`src/rtl/ttu_pkg.sv`:
```
// Shared widths, codes and types of the trust table update block.
`default_nettype none

package ttu_pkg;

   localparam int DEF_ENTRIES = 16;
   localparam int DEF_ID_BITS = 64;

   localparam int KIND_W      = 2;
   localparam int NODE_ID_W   = 64;
   localparam int LEVEL_W     = 32;
   localparam int TIME_W      = 32;
   localparam int PENALTY_W   = 31;
   localparam int BEST_W      = 4;
   localparam int CSR_INDEX_W = 2;
   localparam int CSR_DATA_W  = 32;

   localparam logic [KIND_W-1:0] KIND_UPDATE = 2'd0;
   localparam logic [KIND_W-1:0] KIND_QUERY  = 2'd1;
   localparam logic [KIND_W-1:0] KIND_CLEAR  = 2'd2;

   localparam logic [CSR_INDEX_W-1:0] CSR_PENALTY = 2'd0;
   localparam logic [CSR_INDEX_W-1:0] CSR_REFRESH = 2'd1;

   localparam logic [PENALTY_W-1:0] PENALTY_RESET = 31'd65536;
   localparam logic [TIME_W-1:0]    REFRESH_RESET = 32'd60;

   typedef struct packed {
      logic [PENALTY_W-1:0] penalty;
      logic [TIME_W-1:0]    refresh_period;
   } cfg_type;

   typedef struct packed {
      logic                      found;
      logic signed [LEVEL_W-1:0] level;
      logic [TIME_W-1:0]         deadline;
      logic [BEST_W-1:0]         best_index;
   } rsp_type;

endpackage

`default_nettype wire

```
`src/rtl/trust_table_update.sv`:
```
// Top level of the trust table update block: ports, registers, result buffer.
//
//  channel  dir  handshake             payload
//  req      in   req_valid/req_stall   kind, node_id, score_delta, current_time
//  rsp      out  rsp_valid/rsp_stall   node_found, node_level, node_deadline, best_index
//  csr      in   csr_valid/csr_ready   csr_index, csr_data
//
//  An item runs from accept to result through one read of the entry memory per
//  entry plus the update, report and fill steps.
//  Reset clears the state and all valid bits and loads the csr defaults; no clearing pass.
//  A finished result waits in the output register while the next item runs;
//  a second result then holds in the sequencer until rsp_stall drops.
`default_nettype none

module trust_table_update #(
   parameter int TABLE_ENTRIES = ttu_pkg::DEF_ENTRIES,
   parameter int ID_BITS       = ttu_pkg::DEF_ID_BITS
) (
   input  wire logic                                  clock,
   input  wire logic                                  reset,
   input  wire logic                                  req_valid,
   output logic                                       req_stall,
   input  wire logic [ttu_pkg::KIND_W-1:0]            req_kind,
   input  wire logic [ttu_pkg::NODE_ID_W-1:0]         req_node_id,
   input  wire logic signed [ttu_pkg::LEVEL_W-1:0]    req_score_delta,
   input  wire logic [ttu_pkg::TIME_W-1:0]            req_current_time,
   output logic                                       rsp_valid,
   input  wire logic                                  rsp_stall,
   output logic                                       rsp_node_found,
   output logic signed [ttu_pkg::LEVEL_W-1:0]         rsp_node_level,
   output logic [ttu_pkg::TIME_W-1:0]                 rsp_node_deadline,
   output logic [ttu_pkg::BEST_W-1:0]                 rsp_best_index,
   input  wire logic                                  csr_valid,
   output logic                                       csr_ready,
   input  wire logic [ttu_pkg::CSR_INDEX_W-1:0]       csr_index,
   input  wire logic [ttu_pkg::CSR_DATA_W-1:0]        csr_data
);
   import ttu_pkg::*;

   localparam int AW = $clog2(TABLE_ENTRIES);

   cfg_type            cfg_ff;
   rsp_type            rsp_ff;
   logic               rsp_valid_ff;
   rsp_type            result;
   logic               res_valid;
   logic               res_take;

   logic               tbl_clear;
   logic               rd_en;
   logic [AW-1:0]      rd_addr;
   logic [ID_BITS-1:0] rd_id;
   logic signed [31:0] rd_level;
   logic [31:0]        rd_deadline;
   logic               wr_en;
   logic [AW-1:0]      wr_addr;
   logic [ID_BITS-1:0] wr_id;
   logic signed [31:0] wr_level;
   logic [31:0]        wr_deadline;

   assign csr_ready = 1'b1;

   always_ff @(posedge clock) begin
      if (reset) begin
         cfg_ff.penalty        <= PENALTY_RESET;
         cfg_ff.refresh_period <= REFRESH_RESET;
      end else if (csr_valid && csr_ready) begin
         case (csr_index)
            CSR_PENALTY: cfg_ff.penalty        <= csr_data[PENALTY_W-1:0];
            CSR_REFRESH: cfg_ff.refresh_period <= csr_data[TIME_W-1:0];
            default: ;
         endcase
      end
   end

   ttu_table #(
      .ENTRIES (TABLE_ENTRIES),
      .ID_BITS (ID_BITS)
   ) u_table (
      .clock       (clock),
      .reset       (reset),
      .clear       (tbl_clear),
      .rd_en       (rd_en),
      .rd_addr     (rd_addr),
      .rd_id       (rd_id),
      .rd_level    (rd_level),
      .rd_deadline (rd_deadline),
      .wr_en       (wr_en),
      .wr_addr     (wr_addr),
      .wr_id       (wr_id),
      .wr_level    (wr_level),
      .wr_deadline (wr_deadline)
   );

   ttu_engine #(
      .ENTRIES (TABLE_ENTRIES),
      .ID_BITS (ID_BITS)
   ) u_engine (
      .clock            (clock),
      .reset            (reset),
      .req_valid        (req_valid),
      .req_stall        (req_stall),
      .req_kind         (req_kind),
      .req_node_id      (req_node_id[ID_BITS-1:0]),
      .req_score_delta  (req_score_delta),
      .req_current_time (req_current_time),
      .cfg              (cfg_ff),
      .result           (result),
      .res_valid        (res_valid),
      .res_take         (res_take),
      .tbl_clear        (tbl_clear),
      .rd_en            (rd_en),
      .rd_addr          (rd_addr),
      .rd_id            (rd_id),
      .rd_level         (rd_level),
      .rd_deadline      (rd_deadline),
      .wr_en            (wr_en),
      .wr_addr          (wr_addr),
      .wr_id            (wr_id),
      .wr_level         (wr_level),
      .wr_deadline      (wr_deadline)
   );

   // load the output register when it is empty or being drained
   assign res_take = !rsp_valid_ff || !rsp_stall;

   always_ff @(posedge clock) begin
      if (reset) begin
         rsp_valid_ff <= 1'b0;
      end else if (res_valid && res_take) begin
         rsp_valid_ff <= 1'b1;
      end else if (!rsp_stall) begin
         rsp_valid_ff <= 1'b0;
      end
   end

   always_ff @(posedge clock) begin
      if (res_valid && res_take) begin
         rsp_ff <= result;
      end
   end

   assign rsp_valid         = rsp_valid_ff;
   assign rsp_node_found    = rsp_ff.found;
   assign rsp_node_level    = rsp_ff.level;
   assign rsp_node_deadline = rsp_ff.deadline;
   assign rsp_best_index    = rsp_ff.best_index;

endmodule

`default_nettype wire

```
`src/rtl/ttu_table.sv`:
```
// Entry memory of the trust table with per-entry valid bits.
`default_nettype none

module ttu_table #(
   parameter int ENTRIES = 16,
   parameter int ID_BITS = 64,
   localparam int AW = $clog2(ENTRIES)
) (
   input  wire logic                clock,
   input  wire logic                reset,
   input  wire logic                clear,
   input  wire logic                rd_en,
   input  wire logic [AW-1:0]       rd_addr,
   output logic [ID_BITS-1:0]       rd_id,
   output logic signed [31:0]       rd_level,
   output logic [31:0]              rd_deadline,
   input  wire logic                wr_en,
   input  wire logic [AW-1:0]       wr_addr,
   input  wire logic [ID_BITS-1:0]  wr_id,
   input  wire logic signed [31:0]  wr_level,
   input  wire logic [31:0]         wr_deadline
);
   import ttu_pkg::*;

   localparam int DW = ID_BITS + LEVEL_W + TIME_W;

   logic [DW-1:0]      mem_ff [ENTRIES];
   logic [DW-1:0]      rd_data_ff;
   logic               rd_valid_ff;
   logic [ENTRIES-1:0] valid_ff;
   logic [ENTRIES-1:0] valid_in;

   always_ff @(posedge clock) begin
      if (wr_en) begin
         mem_ff[wr_addr] <= {wr_id, wr_level, wr_deadline};
      end
      if (rd_en) begin
         rd_data_ff <= mem_ff[rd_addr];
      end
   end

   always_comb begin
      valid_in = valid_ff;
      if (clear) begin
         valid_in = '0;
      end else if (wr_en) begin
         valid_in[wr_addr] = 1'b1;
      end
   end

   always_ff @(posedge clock) begin
      if (reset) begin
         valid_ff    <= '0;
         rd_valid_ff <= 1'b0;
      end else begin
         valid_ff <= valid_in;
         if (rd_en) begin
            rd_valid_ff <= valid_ff[rd_addr];
         end
      end
   end

   // an entry never written since reset or clear reads as zero
   assign rd_id       = rd_valid_ff ? rd_data_ff[DW-1 -: ID_BITS] : '0;
   assign rd_level    = rd_valid_ff ? rd_data_ff[LEVEL_W+TIME_W-1 -: LEVEL_W] : '0;
   assign rd_deadline = rd_valid_ff ? rd_data_ff[TIME_W-1:0] : '0;

endmodule

`default_nettype wire

```
`src/rtl/ttu_engine.sv`:
```
// Sequencer that walks the table: ages, updates, fills and reports.
`default_nettype none

module ttu_engine #(
   parameter int ENTRIES = 16,
   parameter int ID_BITS = 64,
   localparam int AW = $clog2(ENTRIES)
) (
   input  wire logic                   clock,
   input  wire logic                   reset,
   input  wire logic                   req_valid,
   output logic                        req_stall,
   input  wire logic [1:0]             req_kind,
   input  wire logic [ID_BITS-1:0]     req_node_id,
   input  wire logic signed [31:0]     req_score_delta,
   input  wire logic [31:0]            req_current_time,
   input  wire ttu_pkg::cfg_type       cfg,
   output ttu_pkg::rsp_type            result,
   output logic                        res_valid,
   input  wire logic                   res_take,
   output logic                        tbl_clear,
   output logic                        rd_en,
   output logic [AW-1:0]               rd_addr,
   input  wire logic [ID_BITS-1:0]     rd_id,
   input  wire logic signed [31:0]     rd_level,
   input  wire logic [31:0]            rd_deadline,
   output logic                        wr_en,
   output logic [AW-1:0]               wr_addr,
   output logic [ID_BITS-1:0]          wr_id,
   output logic signed [31:0]          wr_level,
   output logic [31:0]                 wr_deadline
);
   import ttu_pkg::*;

   localparam int CW = $clog2(ENTRIES + 1);
   localparam logic [CW-1:0] CTR_END = CW'(ENTRIES);

   typedef enum logic [3:0] {
      ST_IDLE = 4'b0001,
      ST_SCAN = 4'b0010,
      ST_FILL = 4'b0100,
      ST_DONE = 4'b1000
   } state_type;

   function automatic logic signed [31:0] sat_level(input logic signed [33:0] v);
      logic signed [31:0] r;
      if (v[33:31] == 3'b000 || v[33:31] == 3'b111) begin
         r = v[31:0];
      end else if (v[33]) begin
         r = 32'sh8000_0000;
      end else begin
         r = 32'sh7fff_ffff;
      end
      return r;
   endfunction

   function automatic logic [31:0] add_deadline(input logic [31:0] now,
                                                input logic [31:0] period);
      logic [32:0] s;
      s = {1'b0, now} + {1'b0, period};
      return s[32] ? 32'hffff_ffff : s[31:0];
   endfunction

   state_type          state_ff, state_in;
   logic [1:0]         kind_ff;
   logic [ID_BITS-1:0] id_ff;
   logic signed [31:0] score_ff;
   logic [31:0]        now_ff;
   logic [31:0]        newdl_ff;
   logic [CW-1:0]      ctr_ff;

   logic               s1_valid_ff;
   logic [AW-1:0]      s1_idx_ff;
   logic               s2_valid_ff;
   logic [AW-1:0]      s2_idx_ff;
   logic [ID_BITS-1:0] s2_id_ff;
   logic signed [31:0] s2_level_ff;
   logic [31:0]        s2_dl_ff;

   logic               found_upd_ff;
   logic               free_ff;
   logic [AW-1:0]      free_idx_ff;
   logic               lk_found_ff;
   logic [AW-1:0]      lk_idx_ff;
   logic signed [31:0] lk_level_ff;
   logic [31:0]        lk_dl_ff;
   logic [AW-1:0]      best_idx_ff;
   logic signed [31:0] best_level_ff;

   logic               accept;
   logic               is_upd;
   logic               active;
   logic               match;
   logic               late;
   logic               upd_match;
   logic               upd_late;
   logic               scan_wr;
   logic               do_fill;
   logic signed [33:0] lvl_x;
   logic signed [33:0] add_x;
   logic signed [33:0] pen_x;
   logic signed [33:0] sum;
   logic signed [31:0] new_level;
   logic signed [31:0] post_level;
   logic [31:0]        post_dl;

   assign req_stall = (state_ff != ST_IDLE);
   assign accept    = req_valid && !req_stall;
   assign tbl_clear = accept && (req_kind == KIND_CLEAR);
   assign is_upd    = (kind_ff == KIND_UPDATE);

   assign rd_en   = (state_ff == ST_SCAN) && (ctr_ff != CTR_END);
   assign rd_addr = ctr_ff[AW-1:0];

   // update stage: one entry per cycle, straight from the read data
   assign active    = rd_level > 32'sd0;
   assign match     = rd_id == id_ff;
   assign late      = now_ff > rd_deadline;
   assign upd_match = s1_valid_ff && is_upd && active && match;
   assign upd_late  = s1_valid_ff && is_upd && active && !match && late;
   assign scan_wr   = upd_match || upd_late;

   assign lvl_x = {{2{rd_level[31]}}, rd_level};
   assign add_x = match ? {{2{score_ff[31]}}, score_ff} : 34'sd0;
   assign pen_x = late ? {3'b000, cfg.penalty} : 34'sd0;
   assign sum   = lvl_x + add_x - pen_x;

   assign new_level  = sat_level(sum);
   assign post_level = scan_wr ? new_level : rd_level;
   assign post_dl    = scan_wr ? newdl_ff : rd_deadline;

   assign do_fill = is_upd && !found_upd_ff && (score_ff > 32'sd0) && free_ff;

   always_comb begin
      wr_en       = 1'b0;
      wr_addr     = s1_idx_ff;
      wr_id       = rd_id;
      wr_level    = new_level;
      wr_deadline = newdl_ff;
      if (state_ff == ST_FILL) begin
         wr_en    = do_fill;
         wr_addr  = free_idx_ff;
         wr_id    = id_ff;
         wr_level = score_ff;
      end else if (state_ff == ST_SCAN) begin
         wr_en = scan_wr;
      end
   end

   always_comb begin
      state_in = state_ff;
      case (state_ff)
         ST_IDLE: begin
            if (accept) state_in = ST_SCAN;
         end
         ST_SCAN: begin
            if (ctr_ff == CTR_END && !s1_valid_ff && !s2_valid_ff) state_in = ST_FILL;
         end
         ST_FILL: state_in = ST_DONE;
         ST_DONE: begin
            if (res_take) state_in = ST_IDLE;
         end
         default: state_in = ST_IDLE;
      endcase
   end

   always_ff @(posedge clock) begin
      if (reset) begin
         state_ff     <= ST_IDLE;
         ctr_ff       <= '0;
         s1_valid_ff  <= 1'b0;
         s2_valid_ff  <= 1'b0;
         found_upd_ff <= 1'b0;
         free_ff      <= 1'b0;
         lk_found_ff  <= 1'b0;
      end else begin
         state_ff    <= state_in;
         s1_valid_ff <= rd_en;
         s2_valid_ff <= s1_valid_ff;
         if (accept) begin
            ctr_ff       <= '0;
            found_upd_ff <= 1'b0;
            free_ff      <= 1'b0;
            lk_found_ff  <= 1'b0;
         end else begin
            if (rd_en) ctr_ff <= ctr_ff + 1'b1;
            if (upd_match) found_upd_ff <= 1'b1;
            if (s1_valid_ff && is_upd && !active) free_ff <= 1'b1;
            if (s2_valid_ff && !lk_found_ff && s2_id_ff == id_ff) lk_found_ff <= 1'b1;
            if (state_ff == ST_FILL && do_fill) lk_found_ff <= 1'b1;
         end
      end
   end

   always_ff @(posedge clock) begin
      if (accept) begin
         kind_ff  <= req_kind;
         id_ff    <= req_node_id;
         score_ff <= req_score_delta;
         now_ff   <= req_current_time;
         newdl_ff <= add_deadline(req_current_time, cfg.refresh_period);
      end
      s1_idx_ff   <= rd_addr;
      s2_idx_ff   <= s1_idx_ff;
      s2_id_ff    <= rd_id;
      s2_level_ff <= post_level;
      s2_dl_ff    <= post_dl;
      // keep the last free slot seen
      if (s1_valid_ff && is_upd && !active) free_idx_ff <= s1_idx_ff;
      // report stage: first match and first maximum over the updated entries
      if (s2_valid_ff) begin
         if (!lk_found_ff && s2_id_ff == id_ff) begin
            lk_idx_ff   <= s2_idx_ff;
            lk_level_ff <= s2_level_ff;
            lk_dl_ff    <= s2_dl_ff;
         end
         if (s2_idx_ff == '0 || s2_level_ff > best_level_ff) begin
            best_idx_ff   <= s2_idx_ff;
            best_level_ff <= s2_level_ff;
         end
      end
      // fold the newly filled slot into the report
      if (state_ff == ST_FILL && do_fill) begin
         if (!lk_found_ff || free_idx_ff <= lk_idx_ff) begin
            lk_idx_ff   <= free_idx_ff;
            lk_level_ff <= score_ff;
            lk_dl_ff    <= newdl_ff;
         end
         if (score_ff > best_level_ff ||
             (score_ff == best_level_ff && free_idx_ff < best_idx_ff)) begin
            best_idx_ff   <= free_idx_ff;
            best_level_ff <= score_ff;
         end
      end
   end

   assign res_valid         = (state_ff == ST_DONE);
   assign result.found      = lk_found_ff;
   assign result.level      = lk_found_ff ? lk_level_ff : 32'sd0;
   assign result.deadline   = lk_found_ff ? lk_dl_ff : 32'd0;
   assign result.best_index = BEST_W'(best_idx_ff);

   a_scan_wr_addr: assert property (@(posedge clock) disable iff (reset)
      (state_ff == ST_SCAN && wr_en) |-> wr_addr == $past(rd_addr))
      else $error("scan write does not target the entry read one cycle before");

   a_no_wr_unless_upd: assert property (@(posedge clock) disable iff (reset)
      (state_ff != ST_IDLE && kind_ff != KIND_UPDATE) |-> !wr_en)
      else $error("table written by a query or clear item");

   a_fill_after_drain: assert property (@(posedge clock) disable iff (reset)
      (state_ff == ST_FILL) |-> (ctr_ff == CTR_END && !s1_valid_ff && !s2_valid_ff))
      else $error("fill step entered before the walk drained");

   a_clear_result: assert property (@(posedge clock) disable iff (reset)
      (res_valid && kind_ff == KIND_CLEAR) |->
         (result.level == 32'sd0 && result.deadline == 32'd0 && best_idx_ff == '0))
      else $error("clear item reports a nonzero entry");

endmodule

`default_nettype wire

```
`config.mk`:
```
export PLATFORM = sky130hd
export DESIGN_NAME = trust_table_update
export DESIGN_NICKNAME = d
export VERILOG_FILES = /design/src/rtl/ttu_pkg.sv /design/src/rtl/trust_table_update.sv /design/src/rtl/ttu_table.sv /design/src/rtl/ttu_engine.sv
export SDC_FILE = /design/constraint.sdc
export NUM_CORES = 2
export LEC_CHECK = 0
export ABC_AREA = 1
export BUFFER_PORTS_ARGS = -buffer_cell sky130_fd_sc_hd__buf_2
export CAP_MARGIN = 20
export CORE_ASPECT_RATIO = 1.25
export CORE_MARGIN = 5
export CORE_UTILIZATION = 35
export CTS_CLUSTER_DIAMETER = 50
export DETAILED_ROUTE_END_ITERATION = 10
export SLEW_MARGIN = 0
export SYNTH_ARGS = -nofsm -noshare
export SYNTH_HDL_FRONTEND = slang
export SYNTH_SLANG_ARGS = --single-unit
```
`constraint.sdc`:
```
create_clock -name clock -period 11.46 [get_ports clock]
set_input_delay 1.719 -clock clock [delete_from_list [all_inputs] [get_ports clock]]
set_output_delay 1.719 -clock clock [all_outputs]
set_load 0.02 [all_outputs]
```
### Word-level counts from Yosys, hierarchy flattened

Memories as Yosys holds them, arrays and structs flattened. A register that Yosys moved wholly into a read port is not among the register bits.
Cells that the tools add are included.

| operators by class | value |
|---|---|
| $add $sub $neg | 4 |
| magnitude comparators | 10 |
| equal/unequal tests | 17 |
| muxes and demuxes | 48 |
| bitwise logic cells | 1 |
| reduce and logical (&&, ||, !) cells | 46 |

Operators with widths:

| kind | number |
|---|---|
| 32-bit 2-to-1 mux | 19 |
| 64-bit equality test | 2 |
| 64-bit 2-to-1 mux | 2 |
| 32-bit greater-than comparator | 3 |
| 32-bit by 1-bit greater-than comparator with 1-bit output, second input constant | 2 |
| 4-bit 2-to-1 mux | 12 |
| 32-bit by 34-bit adder with 34-bit output | 1 |
| 34-bit 2-to-1 mux | 1 |
| 34-bit subtractor | 1 |
| 32-bit by 32-bit adder with 33-bit output | 1 |
| 32-bit equality test | 1 |
| 31-bit 2-to-1 mux | 1 |
| 1-bit logical AND | 21 |
| 16-bit bitwise OR | 1 |
| 4-bit case mux with 4 select lines | 1 |
| 4-bit by 5-bit < comparator with 1-bit output, second input constant | 2 |
| 1-bit 2-to-1 mux | 10 |
| 1-bit logical NOT | 9 |
| 1-bit logical OR | 6 |
| 2-bit by 1-bit inequality test with 1-bit output, second input constant | 3 |
| 5-bit by 1-bit adder with 5-bit output, second input constant | 1 |
| 5-bit equality test, second input constant | 1 |
| 5-bit inequality test, second input constant | 1 |
| 1-bit binary-select mux with 4-bit select | 1 |
| 20 further kinds | 23 |

| storage, ports and cells | value |
|---|---|
| register bits after elaboration | 570 |
| RAM bits | 2,048 |
| output and inout port bits | 72 |
| word-level logic and storage cells | 159 |
| memories kept | 1 |

Memory list:

| memory | depth | width | rd ports | clocked after Yosys merged registers in | write ports | line | RTL |
|---|---|---|---|---|---|---|---|
| u_table.mem_ff | 16 | 128 | 1 | 1 | 1 | ttu_table.sv:27 | `logic [DW-1:0] mem_ff [ENTRIES];` |

### Logic depth before layout (Yosys ltp)

| depth | value |
|---|---|
| depth in word-level cells | 10 |
| mapped depth | 42 |

### Hierarchy

From an unflattened synthesis, not the netlist that was laid out.

| unflattened totals | value |
|---|---|
| cells, all modules | 10,514 |
| area, all modules | 116,266.5 um^2 |

By module, submodules not included:

| module | instances | cells an instance | area an instance (um^2) | sequential area each (um^2) |
|---|---|---|---|---|
| ttu_table | 1 | 6,496 | 85,544.5 | 65,683.0 |
| ttu_engine | 1 | 3,542 | 25,928.6 | 10,069.7 |
| trust_table_update | 1 | 476 | 4,793.3 | 3,353.2 |

### Worst setup path before layout

No wires, ideal clock.

| path | value |
|---|---|
| path kind | reg2reg |
| start | reg u_table.rd_valid_ff |
| end | mem u_table.mem_ff[0][0] (netlist name), enable pin |
| library setup time | 0.772 ns |
| arrival | 11.348 ns |
| required time | 10.688 ns |
| setup slack | -0.660 ns |
| cell stages (with the launch flop) | 20 |
| buffers on the path | 5 |
| clock period less this slack | 12.120 ns |
| cell sequence | dfxtp_1 > buf_6 > buf_6 > buf_4 > clkbuf_1 > clkbuf_1 > nand2_1 > ha_1 > nand2_1 > nor2_1 > nand4_1 > nor3b_1 > nand2_1 > nand2_1 > nand3_1 > nand2_2 > nand2_2 > nand2_2 > inv_1 > nor3_1 |

| on the way | value |
|---|---|
| cells in the longest elaborated chain, start to end | 10 |
| elaborated cells between the ends (all ways) | 16 |
| those cells by class | 2 x order compare; 1 x eq/ne; 7 x mux; 6 x reduce/logical |

Ends and longest elaborated chain:

| element | line | RTL |
|---|---|---|
| start, declared | ttu_table.sv:29 | `logic rd_valid_ff;` |
| start signal, assigned | ttu_table.sv:58 | `rd_valid_ff <= valid_ff[rd_addr];` |
| 32-bit 2-to-1 mux or 64-bit 2-to-1 mux (tied branches) | ttu_table.sv:65, ttu_table.sv:64 |  |
| 32-bit by 1-bit greater-than comparator with 1-bit output or 64-bit equality test (tied branches) | ttu_engine.sv:116, ttu_engine.sv:117 |  |
| 1-bit logical AND or 1-bit logical NOT (tied branches) | ttu_engine.sv:119, ttu_engine.sv:120 |  |
| 1-bit logical AND (2 in series) | ttu_engine.sv:120 | `assign upd_late = s1_valid_ff && is_upd && active && !match && late;` |
| 1-bit logical OR (*) | ttu_engine.sv:121 | `assign scan_wr = upd_match \|\| upd_late;` |
| 1-bit 2-to-1 mux (*) | ttu_engine.sv:145 | `end else if (state_ff == ST_SCAN) begin` |
| 1-bit 2-to-1 mux (*) | ttu_engine.sv:140 | `if (state_ff == ST_FILL) begin` |
| 1-bit 2-to-1 mux (*) | ttu_table.sv:34 | `if (wr_en) begin` |
| 1-bit 2-to-1 mux (not written as such) (*) | ttu_table.sv:35 | `mem_ff[wr_addr] <= {wr_id, wr_level, wr_deadline};` |
| end, declared | ttu_table.sv:27 |  |

Mark *: on every way between the ends. The rest lies on a longest branch, timed or not.

### Worst setup path in the final report

| path | value |
|---|---|
| start | reg u_table.rd_valid_ff |
| end | mem u_table.mem_ff[3][39] (netlist name), data pin |

| on the way | value |
|---|---|
| cells in the longest elaborated chain, start to end | 9 |
| elaborated cells between the ends (all ways) | 15 |
| those cells by class | 2 x add/sub; 1 x order compare; 2 x eq/ne; 8 x mux; 2 x reduce/logical |

Ends and longest elaborated chain:

| element | line | RTL |
|---|---|---|
| 64-bit 2-to-1 mux | ttu_table.sv:64 | `assign rd_id = rd_valid_ff ? rd_data_ff[DW-1 -: ID_BITS] : '0;` |
| 64-bit equality test | ttu_engine.sv:117 | `assign match = rd_id == id_ff;` |
| 34-bit 2-to-1 mux | ttu_engine.sv:124 | `assign add_x = match ? {{2{score_ff[31]}}, score_ff} : 34'sd0;` |
| 32-bit by 34-bit adder with 34-bit output | ttu_engine.sv:126 | `assign sum = lvl_x + add_x - pen_x;` |
| 34-bit subtractor (*) | ttu_engine.sv:126 |  |
| 3-bit equality test or 3-bit logical NOT (tied branches) | ttu_engine.sv:47 | `if (v[33:31] == 3'b000 \|\| v[33:31] == 3'b111) begin` |
| 1-bit logical OR | ttu_engine.sv:47 |  |
| 32-bit 2-to-1 mux (*) | ttu_engine.sv:47 |  |
| 32-bit 2-to-1 mux (*) | ttu_engine.sv:140 |  |
| via u_engine.wr_level[7] | ttu_engine.sv:30 | `output logic signed [31:0] wr_level,` |

The timed path passes the listed nets; every way through them passes the cells marked *.

==> flow_metrics.py <==
metrics = {
    "timing": {
        "max_freq_ghz": 0.131,
        "relSlewSlack_pct": 23.4,
        "grt_setup_unrepaired": "false",
        "final_max_slew_viol_count": 0,
        "final_setup_violation_count": 0,
        "finalHoldViolations": 0,
        "fin_setup_tns_ns": 0,
        "fin_crit_ns": 7.65,
        "fin_hold_ws_ns": 0.364,
        "worst_slew_pin_tran_ns": 1.14,
        "fin_worst_skew_ns": 0.102,
        "fin_crit_sh_pct": 66.8,
    },
    "logic_synthesis": {
        "yosysSeqAreaShare_pct": 69.8,
        "yosysWarningCount": 0,
        "netlist_top_cells_count": "sky130_fd_sc_hd__edfxtp_1, sky130_fd_sc_hd__nand2_1, sky130_fd_sc_hd__nor2_1",
        "mappedNetlistArea_sq_um": 113000,
        "postSynthCellCount": 9981,
        "synth-seq-cells": 2746,
        "synth-edff-count": 2411,
        "synth.most_common_cell": "sky130_fd_sc_hd__edfxtp_1",
        "synth_nets": 10353,
        "synth.largest_area_cell": "sky130_fd_sc_hd__edfxtp_1",
        "synthesis.area_per_instance_sq_um": 11.3,
        "synth_largest_type_area_fraction_pct": 63.9,
        "ys_top_cells_by_area": "sky130_fd_sc_hd__edfxtp_1, sky130_fd_sc_hd__nand2_1, sky130_fd_sc_hd__dfxtp_1",
        "synth_async_sr_flop_share_pct": 0,
        "ys.flop_type": "sky130_fd_sc_hd__edfxtp_1",
        "yosysUniqueCellTypes": 50,
    },
    "hold_path": {
        "hp-class": "reg2reg",
        "holdPathStages": 0,
    },
    "cts": {
        "cts_resized": 0,
        "cts_setup_buffers": 0,
        "clock_network_latency_to_the_later_pin_of_the_worst_skew_pair_ns": 0.93,
        "clock_tree_from_tritoncts": "built",
        "clk_pin_slew_worst_paths_ns": 0.06,
        "tritoncts.num_buffers": 303,
        "hold_buffers": 0,
        "numClockSinks": 2746,
        "htree_levels": 5,
        "cts_root_buffer": "sky130_fd_sc_hd__clkbuf_16",
        "clock_path_buffers": 4,
    },
    "critical_path": {
        "critical_path_class": "reg2reg",
        "critical_path_arrival_ns": 8.24,
        "worstPathMaxFanout": 110,
        "critical-path-slowest-cell": "sky130_fd_sc_hd__inv_1",
        "crit_required_ns": 12.04,
        "crit_family": "simple AND/OR/NAND/NOR gates",
        "max_stage_delay_ns": 0.92,
        "r2r_setup_slack_ns": 3.81,
        "timing.critical_path.buf_inv": 5,
        "cp_num_cells": 29,
        "worst-r2r-cell-count": 29,
        "crit_top_cell": "sky130_fd_sc_hd__nand2_1",
        "setup.worst_path.start_class": "register",
        "worst_setup_path_end_kind": "register",
    },
    "global_route": {
        "first_global_vias": 76382,
        "grt_util_all_layers_pct": 20.1,
        "number_of_antenna_violations_at_the_first_check_in_global_routing": 12,
        "gr-total-overflow": 0,
        "first_pass_grt_wire_length_mm": 510,
        "grt_start_max_net_pins": 210,
    },
    "routing": {
        "drt_iter0_drc": 8735,
        "avgRoutedWirePerCell_um": 24.0,
        "drc": 2,
        "routed-via-count": 79307,
        "antenna_violating_nets_post_route": 0,
        "detail_route.wirelength_mm": 351,
        "detailedRoute.firstPassIterationCount": 9,
        "drt-vias-per-instance": 5.42,
    },
    "place": {
        "place.detailed.instances": 14073,
        "placement.io_buffers": 239,
        "dp_hpwl_mm": 200,
        "routabilityCongestion": 0.940,
    },
    "die": {
        "die_area_sq_um": 335000,
        "design.core.area_sq_um": 322000,
        "io_pins": 241,
        "horizontal_die_dimension_um": 519,
        "initial_core_util_pct": 35.1,
        "die_height_um": 646,
        "rows": 233,
    },
    "outcome": {
        "violations": "design-rule violations",
        "outcome": "finished, violations left",
    },
    "pwr": {
        "power_density_nw_per_um2": 181,
        "peakVddDrop_uv": 116,
        "p_leak_nw": 47.3,
    },
    "final_layout": {
        "drive_above_1_share_pct": 9.12,
        "fillers": 30221,
        "nets": 10530,
        "stdcell_count": 14634,
        "syn2layout_area_growth_pct": 14.5,
    },
    "job": {
        "cap_viol_max_count": 0,
    },
}
## kinds of logic (layout without fill, tap and decap cells)
kind of cell	after synthesis	after routing	share of synthesized area [%]
flops	2746	2746	69.8
compound gates	2069	2069	9.89
simple gates	3708	3708	13.2
other cells	1	5	0.00331
buf+inv	1167	1586	3.95
mux	1	1	0.00884
xor+xnor	86	86	0.665
fa+ha+maj	203	203	2.45
## metal layers
layer | global-route usage (%) | up-vias | routed length, um
li1 | - | 35553 | -
met1 | 26.8 | 39534 | 144000
met2 | 33.4 | 3555 | 167000
met3 | 2.95 | 657 | 27100
met4 | 7.22 | 8 | 13100
met5 | 0 | - | 55
## final cells by class
type	count	area [sq um]	share of cell area, %
tap	4230	5290	4.08
clock buffer	366	8030	6.19
multi-input combinational	6068	29900	23.1
clock inverter	181	2030	1.57
inverter	618	2340	1.81
timing repair buffer	421	2950	2.27
sequential	2746	79100	61.0
antenna	4	10.0	0.00772
## power by group
part	leakage, nW	total [mW]	internal [mW]	switching [mW]
sequential	24.5	11.7	11.5	0.220
combinational	17.9	1.95	0.506	1.44
clock	4.89	9.79	5.65	4.14
## state kept, by name (all words and copies together) (netlist names), 16 cells and up
signal and count:
u_engine.best_level_ff 32, u_table.valid_ff 16, u_engine.s2_id_ff 64, u_table.mem_ff 2048, u_engine.score_ff 32, u_engine.s2_dl_ff 32, u_engine.now_ff 32, u_table.rd_data_ff 128
u_engine.lk_level_ff 32, u_engine.id_ff 64, cfg_ff 63, rsp_node_level 32, u_engine.lk_dl_ff 32, u_engine.wr_deadline 32, u_engine.s2_level_ff 32, rsp_node_deadline 32
## final timing paths
kind	start	to
worst min register to register	u_engine.s1_idx_ff[0]	u_engine.s2_idx_ff[0]
worst max register to register	u_table.rd_valid_ff	u_table.mem_ff[3][39]
worst min-delay path	u_engine.s1_idx_ff[0]	u_engine.s2_idx_ff[0]
worst max-delay path	u_table.rd_valid_ff	u_table.mem_ff[3][39]
## metrics by stage
step / worst slack (ns) / util (%) / instance area (sq um) / power, mW
floorplan: -0.660 / - / 113000 / 13.0
global placement: 3.79 / 37.0 / 119000 / 13.7
detailed placement: 3.99 / 37.1 / 120000 / 13.8
CTS: 3.93 / 40.2 / 130000 / 23.6
global route: 3.34 / 40.2 / 130000 / 24.2
finish: 3.81 / 40.2 / 130000 / 23.4
## placed cells by master (no fill, tap or decap), types with 171 or more instances in the layout
master	count
sky130_fd_sc_hd__nand4_1	220
sky130_fd_sc_hd__dfxtp_1	331
sky130_fd_sc_hd__nor2_1	1279
sky130_fd_sc_hd__o22ai_1	521
sky130_fd_sc_hd__nand3_1	227
sky130_fd_sc_hd__inv_1	609
sky130_fd_sc_hd__edfxtp_1	2411
sky130_fd_sc_hd__o21ai_0	1240
sky130_fd_sc_hd__buf_2	239
sky130_fd_sc_hd__nand2_1	1882
sky130_fd_sc_hd__clkbuf_16	310
sky130_fd_sc_hd__a21oi_1	209
sky130_fd_sc_hd__ha_1	171
No activity file was read; power rests on OpenSTA's default activity.
